`config.mk`:
```
export PLATFORM = sky130hd
export DESIGN_NAME = wga_cell
export DESIGN_NICKNAME = d
export VERILOG_FILES = /design/src/rtl/wga_pkg.sv /design/src/rtl/wga_cell.sv
export SDC_FILE = /design/constraint.sdc
export NUM_CORES = 2
export LEC_CHECK = 0
export BUFFER_PORTS_ARGS = -buffer_cell sky130_fd_sc_hd__buf_2
export CAP_MARGIN = 20
export CORE_MARGIN = 2
export CORE_UTILIZATION = 51
export DETAILED_ROUTE_END_ITERATION = 8
export PLACE_DENSITY_LB_ADDON = 0.2
export SYNTH_ARGS = -nofsm -noshare
export SYNTH_HDL_FRONTEND = slang
export SYNTH_SLANG_ARGS = --single-unit
```
`constraint.sdc`:
```
create_clock -name clk -period 26.2 [get_ports clk]
set_input_delay 3.93 -clock clk [delete_from_list [all_inputs] [get_ports clk]]
set_output_delay 3.93 -clock clk [all_outputs]
set_load 0.01 [all_outputs]
```
`src/rtl/wga_pkg.sv`:
```
`default_nettype none
// ----------------------------------------------------------------------------
// wga_pkg
// Types, constants and the saturating add shared by the Gram accumulator.
// ----------------------------------------------------------------------------
package wga_pkg;

  localparam int LANES   = 8;
  localparam int TAG_W   = 4;
  localparam int ACC_W   = 64;
  localparam int PROD_W  = 48;
  localparam int OPND_W  = 32;
  localparam logic [TAG_W-1:0] TAG_Y = TAG_W'(LANES);   // cross / target column

  localparam logic [1:0] CMD_START = 2'd0;
  localparam logic [1:0] CMD_ACC   = 2'd1;
  localparam logic [1:0] CMD_READ  = 2'd2;

  localparam logic [6:0] IDX_CROSS = 7'd64;
  localparam logic [6:0] IDX_YY    = 7'd72;
  localparam logic [6:0] IDX_ROWS  = 7'd73;
  localparam logic [6:0] IDX_WY    = 7'd74;

  localparam logic [15:0] ONE_Q8 = 16'd256;

  // operand handed along the chain of cells
  typedef struct packed {
    logic                     v;
    logic [TAG_W-1:0]         tag;
    logic signed [OPND_W-1:0] b;
  } link_t;

  typedef struct packed {
    logic                    ovf;
    logic signed [ACC_W-1:0] sum;
  } sat_t;

  function automatic sat_t sat_add(input logic signed [ACC_W-1:0] acc,
                                   input logic signed [ACC_W-1:0] p);
    sat_t r;
    logic signed [ACC_W-1:0] s;
    s = acc + p;
    r.ovf = (acc[ACC_W-1] == p[ACC_W-1]) && (s[ACC_W-1] != acc[ACC_W-1]);
    if (r.ovf) begin
      r.sum = acc[ACC_W-1] ? {1'b1, {(ACC_W-1){1'b0}}} : {1'b0, {(ACC_W-1){1'b1}}};
    end else begin
      r.sum = s;
    end
    return r;
  endfunction

endpackage
`default_nettype wire

```
`src/rtl/wga_cell.sv`:
```
`default_nettype none
// ----------------------------------------------------------------------------
// wga_cell
// One Gram row: multiplies its own lane by each passing operand and keeps
// the upper-triangle sums of its row plus its cross sum.
// ----------------------------------------------------------------------------
module wga_cell
  import wga_pkg::*;
#(
  parameter int INDEX = 0
) (
  input  wire logic                    clk,
  input  wire logic                    rst,
  input  wire logic                    clear,
  input  wire logic signed [15:0]      x,
  input  wire link_t                   link_in,
  output link_t                        link_out,
  input  wire logic [TAG_W-1:0]        rd_col,
  output logic signed [ACC_W-1:0]      rd_value,
  output logic                         sat
);

  localparam int DEPTH = LANES + 1;

  logic                     pv;
  logic [TAG_W-1:0]         ptag;
  logic signed [PROD_W-1:0] prod;
  logic signed [ACC_W-1:0]  acc [DEPTH];
  sat_t                     add;

  always_ff @(posedge clk) begin
    if (rst) begin
      link_out.v <= 1'b0;
      pv         <= 1'b0;
    end else begin
      link_out.v <= link_in.v;
      pv         <= link_in.v && (link_in.tag >= TAG_W'(INDEX));
    end
    link_out.tag <= link_in.tag;
    link_out.b   <= link_in.b;
    ptag         <= link_in.tag;
    prod         <= x * link_in.b;
  end

  assign add = sat_add(acc[ptag], ACC_W'(prod));
  assign sat = pv && add.ovf;

  always_ff @(posedge clk) begin
    if (rst || clear) begin
      for (int k = 0; k < DEPTH; k++) acc[k] <= '0;
    end else if (pv) begin
      acc[ptag] <= add.sum;
    end
  end

  assign rd_value = (rd_col <= TAG_Y) ? acc[rd_col] : '0;

endmodule
`default_nettype wire

```
==> results.ini <==
[clock_tree]
cts_buffer_depth=3
post_cts_buffers=0
worstSkewPairLatency_ns=0.77
root_buffer=clkbuf_16
cts_sinks=1109
clkSlewWorstSetupHoldPaths_ns=0.06
cts_hold_buf=0
htreeDepth=3
cts_resized=0
cts_made_buffers=119
cts_tree=done

[run_status]
status=completed

[finish]
final_cells=7341
num_antenna_cells=0
layout.nets=6178
area_delta_synth_final_pct=8.78
layout-drive-gt1-share_pct=18.7

[detailed_routing]
drt_first_pass_iters=6
vias=45000
m1WireLength_um=78100
topRoutingLayerUsed=met5
viasPerCell=6.13
detail-route-antenna-nets=0
drc_errors=0
wl_per_cell_um=27.0
wirelength_um=198000
drt-initial-drc-count=4488
wl_met2_um=94400
wl_met3_um=18600

[timing]
worst_slew_pin_slew_ns=1.11
relSlewSlack_pct=26.2
final.period_utilization_pct=44.9
fin_worst_skew_ns=0.0664
maxSlewViolCount=0
finalSetupViolations=0
fmax_mhz=85.0
hold_violations=0
period_minus_slack_ns=11.77
fin_tns_setup_ns=0
rsz0062_at_grt=no

[logic_synthesis]
yosysWarnings=0
ys_seq_area_share_pct=46.1
synth_area_sq_mm=0.0703
ys_ff_latch=1109
synth-edff-count=1024
synth_ff_type=edfxtp_1
async_flop_share_pct=0
synth_fp_nets=6170
syn-instance-count=5446
syn_area_per_cell_sq_um=12.9
yosysUniqueCellTypes=89

[die]
rows=136
dieArea_sq_mm=0.141
die_x_um=375
io_pins=162
fp.dieH_um=375
initial_core_util_pct=51.3
core_area_sq_mm=0.137

[hold_path]
worstHoldPathType=reg -> reg

[setup_path]
max_stage_delay_ns=0.96
rr_startpoint=ptag[1]
crit_family=compound AO/OA/AOI/OAI gates
crit_type=reg -> out
crit_top_cell=mux4_2
worst-path-stages=15
required_ns=22.27
cp_slowest_cell=buf_4
cp_cell_sequence=buf_12, buf_4, mux4_2, mux4_2, ha_1, a21oi_1, o21ai_1, a31oi_1, or3_1, o32a_1, nand3_2, a31oi_4, nand2_8, a21boi_0, buf_2
r2r_end=acc[2][47]
cp_max_fo=113
worst_r2r_path_depth=17
startpoint_type=register
ff2ff_setup_slack_ns=18.18
critical_path_buf_inv_count=3
critPathLaunch=ptag[1]
end_kind=output port
worstPathArrival_ns=7.84
cp-endpoint=sat

[flow_run]
drv_cap=0

[global_routing]
grt_max_degree=114
grt_pass1_wl_um=301000
grt_pass1_vias=46700
antenna_found_initial=1
overflow=0
track_usage_pct=28.6

[place]
post-dp-hpwl_um=124000
numPortBuffers=161
place_congestion=0.905
dp.cells=7127

[power]
p_leak_nw=30.7
seq_power_share_pct=24.3
ir_drop_v=0.000151
pwr-share-comb_pct=59.2
p_int_mw=5.61
power.density_mw_per_mm2=131
netSwitchingPower_mw=4.43
clock_power_share_pct=16.5
swShare_pct=44.1

## logic make-up (layout without fill, tap and decap cells)
kind of cell,Yosys count,in the layout,share of synthesized area (%)
AOI/OAI and AO/OA,571,571,6.13
DFF,1109,1109,46.1
xor gates and xnor gates,105,105,1.31
buffers and inverters,969,1070,5.37
adders and majority gates,664,664,17.0
and+or+nand+nor,1515,1515,9.67
muxes,513,513,14.4
## worst min-delay path, cell delays in order (launching register included)
cell and delay, ns:
dfxtp_1 0.38, nand4b_1 0.23, nor2_4 0.17
## power by group through the flow
stage	Combinational (mW)	Clock (mW)	Sequential, mW
2_1_floorplan	4.47	0	2.43
3_3_place_gp	5.80	0	2.48
3_5_place_dp	5.82	0	2.47
4_1_cts	5.94	1.67	2.44
5_1_grt	6.68	1.74	2.45
6_report	5.94	1.65	2.44
## cell type report
type	instances	area (sq um)
inverter	638	2390
tap	1794	2240
fill	11300	60700
clock inverter	66	642
timing repair buffer	218	1300
clock buffer	148	3130
sequential	1109	32500
multi-input combinational	3368	34300
## layout by cell type (no fill, tap or decap), types with 18 or more instances in the layout
| cell | netlist | routed |
|---|---|---|
| nor2b_1 | 81 | 81 |
| a21oi_2 | 20 | 20 |
| o21ai_0 | 55 | 55 |
| o22ai_1 | 65 | 65 |
| nand2b_1 | 20 | 19 |
| clkinv_2 | 0 | 21 |
| o21bai_1 | 21 | 21 |
| nor2_1 | 644 | 637 |
| buf_4 | 9 | 56 |
| nand4_1 | 18 | 18 |
| and2_1 | 219 | 219 |
| o31ai_1 | 67 | 67 |
| nand2_1 | 429 | 412 |
| inv_1 | 634 | 634 |
| edfxtp_1 | 1024 | 1024 |
| clkinv_1 | 0 | 19 |
| a21oi_4 | 38 | 38 |
| nand3_1 | 22 | 22 |
| clkbuf_1 | 256 | 26 |
| dfxtp_1 | 85 | 81 |
| clkbuf_16 | 0 | 120 |
| xnor2_1 | 77 | 77 |
| and3_1 | 19 | 19 |
| ha_1 | 177 | 177 |
| xor2_1 | 28 | 28 |
| mux2_2 | 128 | 128 |
| a21oi_1 | 120 | 120 |
| mux4_2 | 384 | 384 |
| a21o_1 | 63 | 63 |
| buf_2 | 15 | 157 |
| fa_1 | 487 | 487 |
## how the worst min path moves through the flow
stage	from	end	slack, ns	cells past startpoint
2_1_floorplan	prod[0]	acc[0][0]	0.76	3
3_3_place_gp	pv	acc[9][3]	0.97	2
3_5_place_dp	pv	acc[9][3]	0.97	2
4_1_cts	pv	acc[9][3]	0.96	2
5_1_grt	pv	acc[9][3]	1.03	2
6_report	pv	acc[9][1]	0.98	2
## cells in the mapped netlist, types with 42 or more instances
library cell,instances,area [sq um]
a21o_1,63,473
a21oi_1,120,601
and2_1,219,1370
buf_1,42,158
clkbuf_1,256,961
dfxtp_1,85,1700
edfxtp_1,1024,30700
fa_1,487,9750
ha_1,177,2210
inv_1,634,2380
mux2_2,128,1440
mux4_2,384,8650
nand2_1,429,1610
nor2_1,644,2420
nor2b_1,81,507
o21ai_0,55,275
o22ai_1,65,407
o31ai_1,67,503
xnor2_1,77,674
## metal layers
metal  up-vias  global-route usage (%)
met5         -                       0
met4         2                    9.07
met3       417                    5.05
met2      2315                    46.2
met1     23200                    39.6
li1      19100                       -
## metrics by stage
| stage | total power [mW] | hold slack (ns) | util, % | instance area, sq um | setup slack, ns |
|---|---|---|---|---|---|
| 2_1_floorplan | 6.89 | 0.756 | - | 70300 | 15.22 |
| 3_3_place_gp | 8.28 | 0.967 | 53.0 | 72700 | 14.82 |
| 3_5_place_dp | 8.29 | 0.969 | 53.0 | 72700 | 14.80 |
| 4_1_cts | 10.0 | 0.960 | 55.8 | 76500 | 14.49 |
| 5_1_grt | 10.9 | 1.03 | 55.8 | 76500 | 14.20 |
| 6_report | 10.0 | 0.984 | 55.8 | 76500 | 14.43 |
## sequential cells by signal, summed over array words and instances, names as in the netlist
signal / cells
ptag: 4
link_out: 32
pv: 1
acc: 1024
prod: 48
Power figures use the tool's default switching activity.
